==> config.mk <==
export PLATFORM = sky130hd
export DESIGN_NAME = utf8_text_normalizer
export DESIGN_NICKNAME = d
export VERILOG_FILES = /design/src/utf8n_pkg.sv /design/src/utf8n_core.sv /design/src/utf8n_serializer.sv /design/src/utf8_text_normalizer.sv
export SDC_FILE = /design/constraint.sdc
export NUM_CORES = 1
export LEC_CHECK = 0
export BUFFER_PORTS_ARGS = -buffer_cell sky130_fd_sc_hd__clkbuf_2
export CAP_MARGIN = 20
export CORE_ASPECT_RATIO = 0.5
export CORE_MARGIN = 2
export CORE_UTILIZATION = 25
export DETAILED_ROUTE_END_ITERATION = 12
export GPL_TIMING_DRIVEN = 0
export HOLD_SLACK_MARGIN = 0.02
export SETUP_SLACK_MARGIN = 0.02
export SYNTH_ARGS = -nofsm -noshare
export SYNTH_HDL_FRONTEND = slang
export SYNTH_SLANG_ARGS = --single-unit
==> constraint.sdc <==
create_clock -name clk -period 19.06 [get_ports clk]
set_clock_uncertainty 0.05 [all_clocks]
set_input_delay 3.812 -clock clk [delete_from_list [all_inputs] [get_ports clk]]
set_output_delay 3.812 -clock clk [all_outputs]
set_load 0.05 [all_outputs]
==> src/utf8n_pkg.sv <==
// shared types and constants for the utf8 text normalizer
package utf8n_pkg;

    // field widths
    localparam int BYTE_W       = 8;
    localparam int CHAR_LIMIT_W = 8;
    localparam int BYTE_CAP_W   = 10;
    localparam int CFG_INDEX_W  = 2;
    localparam int CFG_DATA_W   = 10;

    // most data bytes one request can produce: a space plus a four byte character
    localparam int DATA_MAX = 5;
    localparam int COUNT_W  = 3;

    // register defaults and text buffer size
    localparam int unsigned MAX_TEXT_BYTES_DEF  = 512;
    localparam logic [CHAR_LIMIT_W-1:0] CHAR_LIMIT_RST = 8'd128;
    localparam logic [BYTE_CAP_W-1:0]   BYTE_CAP_RST   = 10'd512;

    // configuration register indexes
    typedef enum logic [CFG_INDEX_W-1:0] {
        REG_CHAR_LIMIT    = 2'd0,
        REG_BYTE_CAPACITY = 2'd1
    } cfg_reg_t;

    // final status codes
    typedef enum logic [1:0] {
        STATUS_OK      = 2'd0,
        STATUS_INVALID = 2'd1,
        STATUS_SHORT   = 2'd2
    } status_t;

    // one input request
    typedef struct packed {
        logic [BYTE_W-1:0] in_byte;
        logic              in_last;
    } in_item_t;

    // one output request
    typedef struct packed {
        logic [BYTE_W-1:0] out_byte;
        logic              is_status;
        logic [1:0]        status;
        logic              out_last;
    } out_item_t;

    // all results caused by one input byte
    typedef struct packed {
        logic [DATA_MAX-1:0][BYTE_W-1:0] bytes;
        logic [COUNT_W-1:0]              ndata;
        logic                            has_status;
        status_t                         status;
    } bundle_t;

endpackage

==> src/utf8n_core.sv <==
// utf8 decoder, whitespace folding and limit tracking, one byte per cycle while adv is high
module utf8n_core
    import utf8n_pkg::*;
#(
    parameter int unsigned MAX_TEXT_BYTES = MAX_TEXT_BYTES_DEF
)
(
    input  logic                    clk,
    input  logic                    rst_n,
    input  logic                    adv,
    input  in_item_t                item,
    input  logic [CHAR_LIMIT_W-1:0] char_limit,
    input  logic [BYTE_CAP_W-1:0]   byte_capacity,
    output bundle_t                 bundle
);

    localparam int MAXB_W = $clog2(MAX_TEXT_BYTES + 1);
    localparam int CAP_W  = (MAXB_W > BYTE_CAP_W) ? MAXB_W : BYTE_CAP_W;
    localparam logic [CAP_W-1:0] MAX_CAP = CAP_W'(MAX_TEXT_BYTES);

    // per-string state
    logic [BYTE_W-1:0]       seq0_reg, seq0_next;
    logic [BYTE_W-1:0]       seq1_reg, seq1_next;
    logic [BYTE_W-1:0]       seq2_reg, seq2_next;
    logic [2:0]              have_reg, have_next;
    logic [2:0]              need_reg, need_next;
    logic                    pend_reg, pend_next;
    logic [BYTE_CAP_W-1:0]   kept_reg, kept_next;
    logic [CHAR_LIMIT_W-1:0] chars_reg, chars_next;
    logic                    stopped_reg, stopped_next;
    logic                    failed_reg, failed_next;

    // decode and take-char intermediates
    logic [BYTE_W-1:0]          b;
    logic [CAP_W-1:0]           cap;
    logic                       char_ok;
    logic [20:0]                cp;
    logic [2:0]                 width;
    logic [3:0][BYTE_W-1:0]     char_bytes;
    logic                       is_ctrl, is_ws_ctrl, is_space;
    logic                       space_stop;
    logic                       nsp;
    logic [BYTE_CAP_W-1:0]      k1;
    logic [CHAR_LIMIT_W-1:0]    c1;
    logic [CAP_W:0]             sum_space, sum_char;

    assign b = item.in_byte;

    // effective capacity, clamped to the text buffer size
    assign cap = (CAP_W'(byte_capacity) > MAX_CAP) ? MAX_CAP : CAP_W'(byte_capacity);

    // character classes
    assign is_ctrl    = (cp < 21'h20) || (cp >= 21'h7f && cp <= 21'h9f);
    assign is_ws_ctrl = (cp == 21'h09) || (cp == 21'h0a) || (cp == 21'h0d) || (cp == 21'h85);
    assign is_space   = (cp == 21'h20) || (cp == 21'h00a0) || (cp == 21'h1680) ||
                        (cp >= 21'h2000 && cp <= 21'h200a) || (cp == 21'h2028) ||
                        (cp == 21'h2029) || (cp == 21'h202f) || (cp == 21'h205f) ||
                        (cp == 21'h3000);

    // limit sums
    assign sum_space = {1'b0, CAP_W'(kept_reg)} + (CAP_W + 1)'(1);
    assign sum_char  = {1'b0, CAP_W'(k1)} + (CAP_W + 1)'(width);

    always_comb
    begin
        seq0_next    = seq0_reg;
        seq1_next    = seq1_reg;
        seq2_next    = seq2_reg;
        have_next    = have_reg;
        need_next    = need_reg;
        pend_next    = pend_reg;
        kept_next    = kept_reg;
        chars_next   = chars_reg;
        stopped_next = stopped_reg;
        failed_next  = failed_reg;
        bundle       = '0;
        char_ok      = 1'b0;
        cp           = '0;
        width        = 3'd1;
        char_bytes   = '0;
        space_stop   = 1'b0;
        nsp          = 1'b0;
        k1           = kept_reg;
        c1           = chars_reg;

        // byte decoding
        if (!failed_reg && !stopped_reg)
        begin
            if (need_reg == 3'd0 || have_reg == 3'd0)
            begin
                seq0_next = b;
                have_next = 3'd1;
                if (b < 8'h80)
                begin
                    need_next     = 3'd0;
                    have_next     = 3'd0;
                    char_ok       = 1'b1;
                    cp            = {13'd0, b};
                    width         = 3'd1;
                    char_bytes[0] = b;
                end
                else if (b >= 8'hc2 && b <= 8'hdf)
                begin
                    need_next = 3'd1;
                end
                else if (b >= 8'he0 && b <= 8'hef)
                begin
                    need_next = 3'd2;
                end
                else if (b >= 8'hf0 && b <= 8'hf4)
                begin
                    need_next = 3'd3;
                end
                else
                begin
                    failed_next = 1'b1;
                    have_next   = 3'd0;
                    need_next   = 3'd0;
                end
            end
            else if (b[7:6] != 2'b10)
            begin
                failed_next = 1'b1;
                have_next   = 3'd0;
                need_next   = 3'd0;
            end
            else
            begin
                if (have_reg == 3'd1)
                begin
                    seq1_next = b;
                end
                else if (have_reg == 3'd2)
                begin
                    seq2_next = b;
                end
                have_next = have_reg + 3'd1;
                // sequence complete
                if (have_reg == need_reg)
                begin
                    have_next = 3'd0;
                    need_next = 3'd0;
                    width     = need_reg + 3'd1;
                    unique case (need_reg)
                        3'd1:
                        begin
                            cp            = {10'd0, seq0_reg[4:0], b[5:0]};
                            char_bytes[0] = seq0_reg;
                            char_bytes[1] = b;
                        end
                        3'd2:
                        begin
                            cp            = {5'd0, seq0_reg[3:0], seq1_reg[5:0], b[5:0]};
                            char_bytes[0] = seq0_reg;
                            char_bytes[1] = seq1_reg;
                            char_bytes[2] = b;
                        end
                        default:
                        begin
                            cp = {seq0_reg[2:0], seq1_reg[5:0], seq2_reg[5:0], b[5:0]};
                            char_bytes[0] = seq0_reg;
                            char_bytes[1] = seq1_reg;
                            char_bytes[2] = seq2_reg;
                            char_bytes[3] = b;
                        end
                    endcase
                    // overlong, surrogate or out of range
                    if ((seq0_reg == 8'he0 && cp < 21'h800) ||
                        (seq0_reg == 8'hed && cp >= 21'hd800) ||
                        (seq0_reg == 8'hf0 && cp < 21'h10000) ||
                        (cp > 21'h10ffff))
                    begin
                        failed_next = 1'b1;
                    end
                    else
                    begin
                        char_ok = 1'b1;
                    end
                end
            end
        end

        // whitespace folding and limits for a finished character
        if (char_ok)
        begin
            if (is_ctrl)
            begin
                if (is_ws_ctrl)
                begin
                    pend_next = kept_reg != '0;
                end
            end
            else if (is_space)
            begin
                pend_next = kept_reg != '0;
            end
            else
            begin
                if (pend_reg && kept_reg != '0)
                begin
                    if (chars_reg >= char_limit || sum_space >= {1'b0, cap})
                    begin
                        stopped_next = 1'b1;
                        space_stop   = 1'b1;
                    end
                    else
                    begin
                        nsp             = 1'b1;
                        bundle.bytes[0] = 8'h20;
                        k1              = kept_reg + BYTE_CAP_W'(1);
                        c1              = chars_reg + CHAR_LIMIT_W'(1);
                    end
                end
                if (!space_stop)
                begin
                    pend_next    = 1'b0;
                    kept_next    = k1;
                    chars_next   = c1;
                    bundle.ndata = COUNT_W'(nsp);
                    if (c1 >= char_limit || sum_char >= {1'b0, cap})
                    begin
                        stopped_next = 1'b1;
                    end
                    else
                    begin
                        for (int i = 0; i < 4; i++)
                        begin
                            if (i < int'(width))
                            begin
                                if (nsp)
                                begin
                                    bundle.bytes[i + 1] = char_bytes[i];
                                end
                                else
                                begin
                                    bundle.bytes[i] = char_bytes[i];
                                end
                            end
                        end
                        kept_next    = k1 + BYTE_CAP_W'(width);
                        chars_next   = c1 + CHAR_LIMIT_W'(1);
                        bundle.ndata = COUNT_W'(nsp) + width;
                    end
                end
            end
        end

        // end of string: status and per-string clear
        if (item.in_last)
        begin
            if (!failed_next && !stopped_next && have_next != 3'd0)
            begin
                failed_next = 1'b1;
            end
            bundle.has_status = 1'b1;
            if (failed_next)
            begin
                bundle.status = STATUS_INVALID;
            end
            else if (chars_next >= CHAR_LIMIT_W'(2))
            begin
                bundle.status = STATUS_OK;
            end
            else
            begin
                bundle.status = STATUS_SHORT;
            end
            have_next    = 3'd0;
            need_next    = 3'd0;
            pend_next    = 1'b1;
            kept_next    = '0;
            chars_next   = '0;
            stopped_next = 1'b0;
            failed_next  = 1'b0;
        end
    end

    // sequence byte store, no reset needed
    always_ff @(posedge clk)
    begin
        if (adv)
        begin
            seq0_reg <= seq0_next;
            seq1_reg <= seq1_next;
            seq2_reg <= seq2_next;
        end
    end

    // control state
    always_ff @(posedge clk or negedge rst_n)
    begin
        if (!rst_n)
        begin
            have_reg    <= 3'd0;
            need_reg    <= 3'd0;
            pend_reg    <= 1'b1;
            kept_reg    <= '0;
            chars_reg   <= '0;
            stopped_reg <= 1'b0;
            failed_reg  <= 1'b0;
        end
        else if (adv)
        begin
            have_reg    <= have_next;
            need_reg    <= need_next;
            pend_reg    <= pend_next;
            kept_reg    <= kept_next;
            chars_reg   <= chars_next;
            stopped_reg <= stopped_next;
            failed_reg  <= failed_next;
        end
    end

endmodule

==> src/utf8n_serializer.sv <==
// result register that hands out a bundle one request per cycle while out_stall is low
module utf8n_serializer
    import utf8n_pkg::*;
(
    input  logic      clk,
    input  logic      rst_n,
    input  logic      load,
    input  bundle_t   bundle,
    output logic      load_ready,
    output logic      out_valid,
    input  logic      out_stall,
    output out_item_t out_data
);

    bundle_t            bundle_reg;
    logic               busy_reg, busy_next;
    logic [COUNT_W-1:0] idx_reg, idx_next;
    logic [COUNT_W-1:0] total, new_total;
    logic               take, at_end;

    assign total     = bundle_reg.ndata + COUNT_W'(bundle_reg.has_status);
    assign new_total = bundle.ndata + COUNT_W'(bundle.has_status);
    assign take      = busy_reg && !out_stall;
    assign at_end    = (idx_reg + COUNT_W'(1)) == total;

    // a new bundle may enter when empty or when the last request leaves now
    assign load_ready = !busy_reg || (take && at_end);
    assign out_valid  = busy_reg;

    // current output request
    always_comb
    begin
        out_data = '0;
        if (idx_reg < bundle_reg.ndata)
        begin
            out_data.out_byte = bundle_reg.bytes[idx_reg];
        end
        else
        begin
            out_data.is_status = 1'b1;
            out_data.status    = bundle_reg.status;
            out_data.out_last  = 1'b1;
        end
    end

    // entry pointer and busy flag
    always_comb
    begin
        busy_next = busy_reg;
        idx_next  = idx_reg;
        if (take)
        begin
            if (at_end)
            begin
                busy_next = 1'b0;
                idx_next  = '0;
            end
            else
            begin
                idx_next = idx_reg + COUNT_W'(1);
            end
        end
        if (load)
        begin
            busy_next = new_total != '0;
            idx_next  = '0;
        end
    end

    always_ff @(posedge clk or negedge rst_n)
    begin
        if (!rst_n)
        begin
            busy_reg <= 1'b0;
            idx_reg  <= '0;
        end
        else
        begin
            busy_reg <= busy_next;
            idx_reg  <= idx_next;
        end
    end

    // bundle payload
    always_ff @(posedge clk)
    begin
        if (load)
        begin
            bundle_reg <= bundle;
        end
    end

endmodule

==> src/utf8_text_normalizer.sv <==
// top level: input register, configuration registers, decoder and output serializer
// an accepted byte goes to the input register, and its results to the result register
// in the output serializer; throughput: 1 byte per cycle while each byte yields at most
// one result and out_stall is low; more results from a byte hold the input back
// reset: asynchronous active low; char_limit 128, byte_capacity 512, string state clear
module utf8_text_normalizer
    import utf8n_pkg::*;
#(
    parameter int unsigned MAX_TEXT_BYTES = MAX_TEXT_BYTES_DEF
)
(
    input  logic                   clk,
    input  logic                   rst_n,
    input  logic                   in_valid,
    output logic                   in_stall,
    input  in_item_t               in_data,
    output logic                   out_valid,
    input  logic                   out_stall,
    output out_item_t              out_data,
    input  logic                   cfg_valid,
    output logic                   cfg_ready,
    input  logic [CFG_INDEX_W-1:0] cfg_index,
    input  logic [CFG_DATA_W-1:0]  cfg_data
);

    logic                    in_valid_reg, in_valid_next;
    in_item_t                in_data_reg;
    logic [CHAR_LIMIT_W-1:0] char_limit_reg;
    logic [BYTE_CAP_W-1:0]   byte_cap_reg;
    logic                    adv, load_ready, accept;
    bundle_t                 bundle;

    // handshakes
    assign cfg_ready     = 1'b1;
    assign adv           = in_valid_reg && load_ready;
    assign in_stall      = in_valid_reg && !load_ready;
    assign accept        = in_valid && !in_stall;
    assign in_valid_next = accept ? 1'b1 : (adv ? 1'b0 : in_valid_reg);

    // input register
    always_ff @(posedge clk or negedge rst_n)
    begin
        if (!rst_n)
        begin
            in_valid_reg <= 1'b0;
        end
        else
        begin
            in_valid_reg <= in_valid_next;
        end
    end

    always_ff @(posedge clk)
    begin
        if (accept)
        begin
            in_data_reg <= in_data;
        end
    end

    // configuration registers
    always_ff @(posedge clk or negedge rst_n)
    begin
        if (!rst_n)
        begin
            char_limit_reg <= CHAR_LIMIT_RST;
            byte_cap_reg   <= BYTE_CAP_RST;
        end
        else if (cfg_valid && cfg_ready)
        begin
            if (cfg_index == REG_CHAR_LIMIT)
            begin
                char_limit_reg <= cfg_data[CHAR_LIMIT_W-1:0];
            end
            else if (cfg_index == REG_BYTE_CAPACITY)
            begin
                byte_cap_reg <= cfg_data[BYTE_CAP_W-1:0];
            end
        end
    end

    // decoder and string state
    utf8n_core #(
        .MAX_TEXT_BYTES (MAX_TEXT_BYTES)
    ) u_core (
        .clk           (clk),
        .rst_n         (rst_n),
        .adv           (adv),
        .item          (in_data_reg),
        .char_limit    (char_limit_reg),
        .byte_capacity (byte_cap_reg),
        .bundle        (bundle)
    );

    // result register and output
    utf8n_serializer u_ser (
        .clk        (clk),
        .rst_n      (rst_n),
        .load       (adv),
        .bundle     (bundle),
        .load_ready (load_ready),
        .out_valid  (out_valid),
        .out_stall  (out_stall),
        .out_data   (out_data)
    );

endmodule

==> flow_metrics.tcl <==
set metrics [dict create \
    outcome "finished, violations left" \
    violations_in_the_final_reports "DRC" \
    cts_tree "built" \
    multi_input_logic_area_um2 5240 \
    worst_ep_required_time_ns 19.31 \
    post_drt_wl_per_cell_um 16.3 \
    synthesis.instances 992 \
    slowest_delay_ns 0.46 \
    clk_transition_reported_paths_ns 0.06 \
    chipWidth_um 276 \
    async_flop_share 0.383 \
    hold_path_depth 0 \
    antenna_nets_post_route 0 \
    reg2reg_setup_slack_ns 9.64 \
    synth_compound_area_frac 0.181 \
    synth_top_family_by_area "simple AND/OR/NAND/NOR gates" \
    synth.largest_area_cell "edfxtp_1" \
    critical_path.startpoint_type "flip-flop" \
    h_tree_depth 4 \
    drtIter0Drc 722 \
    cts-root-to-sink-buffers 2 \
    min_to "u_core.seq1_reg[4]$_DFFE_PP_" \
    ys_types 85 \
    number_of_antenna_violations_at_the_first_check_in_global_routing 0 \
    final_layout_size_suffix_gt1_frac 0.127 \
    overflow 0 \
    synthTopCellsByArea "edfxtp_1 (26%), dfrtp_1 (12%), ha_1 (8.5%), nor2_1 (4.3%), nand2_1 (4.1%)" \
    postCtsSetupBuffers 0 \
    design.die.area_um2 38600 \
    area_growth_from_synthesis_to_layout_pct 15.6 \
    warnings_synthesis 0 \
    synth-seq-cells 128 \
    n_antenna_cell 0 \
    timing_max_transition_violations_final 0 \
    cts-buffers-inserted 17 \
    finalHoldViolations 0 \
    fin_crit_sh 0.494 \
    netlist_area_um2 9240 \
    drt_pre_antenna_iters 9 \
    slowest_stage "clkbuf_1" \
    timing.setup.tns_ns 0 \
    worst-slew-pin-transition_ns 0.920 \
    maxClockFrequency_mhz 106 \
    r2r_end "u_ser.out_valid$_DFFE_PN0P_" \
    max_cap_viol_count 0 \
    avgViaCountPerCell 5.03 \
    setup-violations-final 0 \
    largest_register_ffs 46 \
    hold_path.class "reg -> reg" \
    finalNetCount 1145 \
    totalWireLength_um 25300 \
    r2r-start "u_core.kept_reg[2]$_DFFE_PN0P_" \
    area_share_of_and_or_nand_nor_cells_after_synthesis 0.195 \
    post_synth_mux_area_share 0.0528 \
    register_area_um2 3600 \
    slew_headroom 0.382 \
    clock-sinks 128 \
    ctsRootBufferMaster "clkbuf_16" \
    final_period_minus_worst_setup_slack_ns 9.42 \
    grt_pass1_wl_um 40600 \
    synth_enable_flop_cells 79 \
    post_cts.resized_instances 0 \
    post_cts_hold_buffer_count 0 \
    dpl.hpwl_um 19400 \
    mappedNetlistNets 1083 \
    initial_utilization 0.256 \
    finalPower_w 0.00155 \
    yosys.area.top_type_share 0.257 \
    synth_xor_xnor_area_share 0.0474 \
    power-per-cell-area_nw_per_um2 145 \
    leakage_nw 4.18 \
    post_synth.cell_area_avg_um2 9.32 \
    via_count_of_the_first_global_routing_pass 7471 \
    core_region_area_um2 36200 \
    grt_start_max_net_pins 38 \
    yosys.area_share.adder 0.0896 \
    rsz_0062_raised_after_global_routing "false" \
    critical_path_arrival_ns 9.67 \
    port-buffer-count 39 \
    gp_congestion 0.896 \
    fillCellCount 3797 \
    track_usage 0.132 \
    crit_type "reg -> reg" \
    hp-start "in_data_reg[5]$_DFFE_PP_" \
    sequential_area_share_after_synthesis 0.390 \
    clock_insertion_delay_worst_skew_ns 0.43 \
    placement_rows 49 \
    worst_ir_drop_vdd_mv 0.0652 \
    top_fanout_value_on_the_critical_path 10 \
    die-height_um 140 \
    dominantRegCellSynth "edfxtp_1" \
    timing.reg2reg.worst_path_depth 41 \
    critical_path.endpoint_type "flip-flop" \
    io-pin-count 41 \
    remaining_drc_errors 1 \
    num_vias 7794 \
]
[synth_stat cells (14+ instances only)]
| cell | count |
|---|---|
| mux2_2 | 14 |
| inv_1 | 37 |
| a22oi_1 | 18 |
| nand3_1 | 29 |
| mux2i_1 | 15 |
| dfrtp_1 | 46 |
| a21oi_1 | 57 |
| xor2_1 | 15 |
| o21ai_0 | 55 |
| nor3_1 | 33 |
| clkbuf_1 | 35 |
| nor2_1 | 105 |
| xnor2_1 | 35 |
| nand2_1 | 100 |
| a21o_1 | 17 |
| nor2b_1 | 15 |
| and3_1 | 15 |
| ha_1 | 63 |
| edfxtp_1 | 79 |
[where the power goes]
| part | leakage [nW] | internal, W | switching (W) |
|---|---|---|---|
| clock network | 0.280 | 0.000194 | 0.000134 |
| registers | 1.36 | 0.000390 | 0.0000611 |
| logic | 2.54 | 0.000246 | 0.000525 |
[cells by family (layout without fill, tap and decap cells)]
kind of cell / Yosys count / after routing
buffers and inverters: 93 / 168
adder cells (fa/ha/maj): 65 / 65
flip-flops: 128 / 128
AO/OA/AOI/OAI: 249 / 249
XOR/XNOR: 50 / 50
AND/OR/NAND/NOR: 368 / 368
other: 2 / 2
multiplexers: 37 / 37
[cell usage in the layout (no fill, tap or decap), drive strengths merged, types with 16 or more instances in the layout]
cell type  count
nand3         29
edfxtp        79
nor3          34
inv           42
xnor2         35
a22oi         18
buf           22
dfrtp         46
nor2b         16
clkbuf        92
a21o          17
nor2         107
nand2        100
ha            63
a21oi         57
o21ai         57
[routing by layer]
metal | GRT usage | share of wire | vias up
met5 | 0 | 0 | -
met4 | 0.0323 | 0.014 | 0
met3 | 0.0237 | 0.052 | 33
met2 | 0.203 | 0.44 | 230
met1 | 0.192 | 0.50 | 3756
li1 | - | - | 3775
[cell type report]
cell class / instances / share of cell area
Sequential cell: 128 / 0.337
Multi-Input combinational cell: 771 / 0.490
Tap cell: 484 / 0.0567
Timing Repair Buffer: 43 / 0.0239
Clock inverter: 14 / 0.0144
Inverter: 40 / 0.0140
Clock buffer: 18 / 0.0402
Buffer: 53 / 0.0234
[stage by stage]
stage / cells / instance area (um2) / setup WS (ns) / hold slack, ns / util
global placement: 1515 / 10000 / 9.84 / 0.437 / 0.278
finish: 1551 / 10700 / 9.64 / 0.470 / 0.295
detailed placement: 1518 / 10100 / 9.80 / 0.456 / 0.279
CTS: 1550 / 10700 / 9.75 / 0.471 / 0.295
global route: 1551 / 10700 / 8.89 / 0.492 / 0.295
floorplan: 992 / 9240 / 10.84 / 0.412 / -
[worst max-delay path: cells and delay by family (launching register included)]
kind	cells	cell delay, ns
flip-flops	1	0.32
multiplexers	2	0.53
buffers and inverters	6	1.84
AO/OA/AOI/OAI	16	3.47
adder cells (fa/ha/maj)	5	1.23
AND/OR/NAND/NOR	10	1.62
XOR/XNOR	2	0.27
[worst max-delay path by stage]
| stage | from | to | slack (ns) |
|---|---|---|---|
| 2_1_floorplan | out_stall | in_stall | 10.84 |
| 3_3_place_gp | u_core.kept_reg[2]$_DFFE_PN0P_ | u_ser.out_valid$_DFFE_PN0P_ | 9.84 |
| 3_5_place_dp | u_core.kept_reg[2]$_DFFE_PN0P_ | u_ser.out_valid$_DFFE_PN0P_ | 9.80 |
| 4_1_cts | u_core.kept_reg[2]$_DFFE_PN0P_ | u_ser.out_valid$_DFFE_PN0P_ | 9.75 |
| 5_1_grt | u_core.kept_reg[2]$_DFFE_PN0P_ | u_ser.out_valid$_DFFE_PN0P_ | 8.89 |
| 6_report | u_core.kept_reg[2]$_DFFE_PN0P_ | u_ser.out_valid$_DFFE_PN0P_ | 9.64 |
Note: power is estimated with default switching activity, not from simulation.
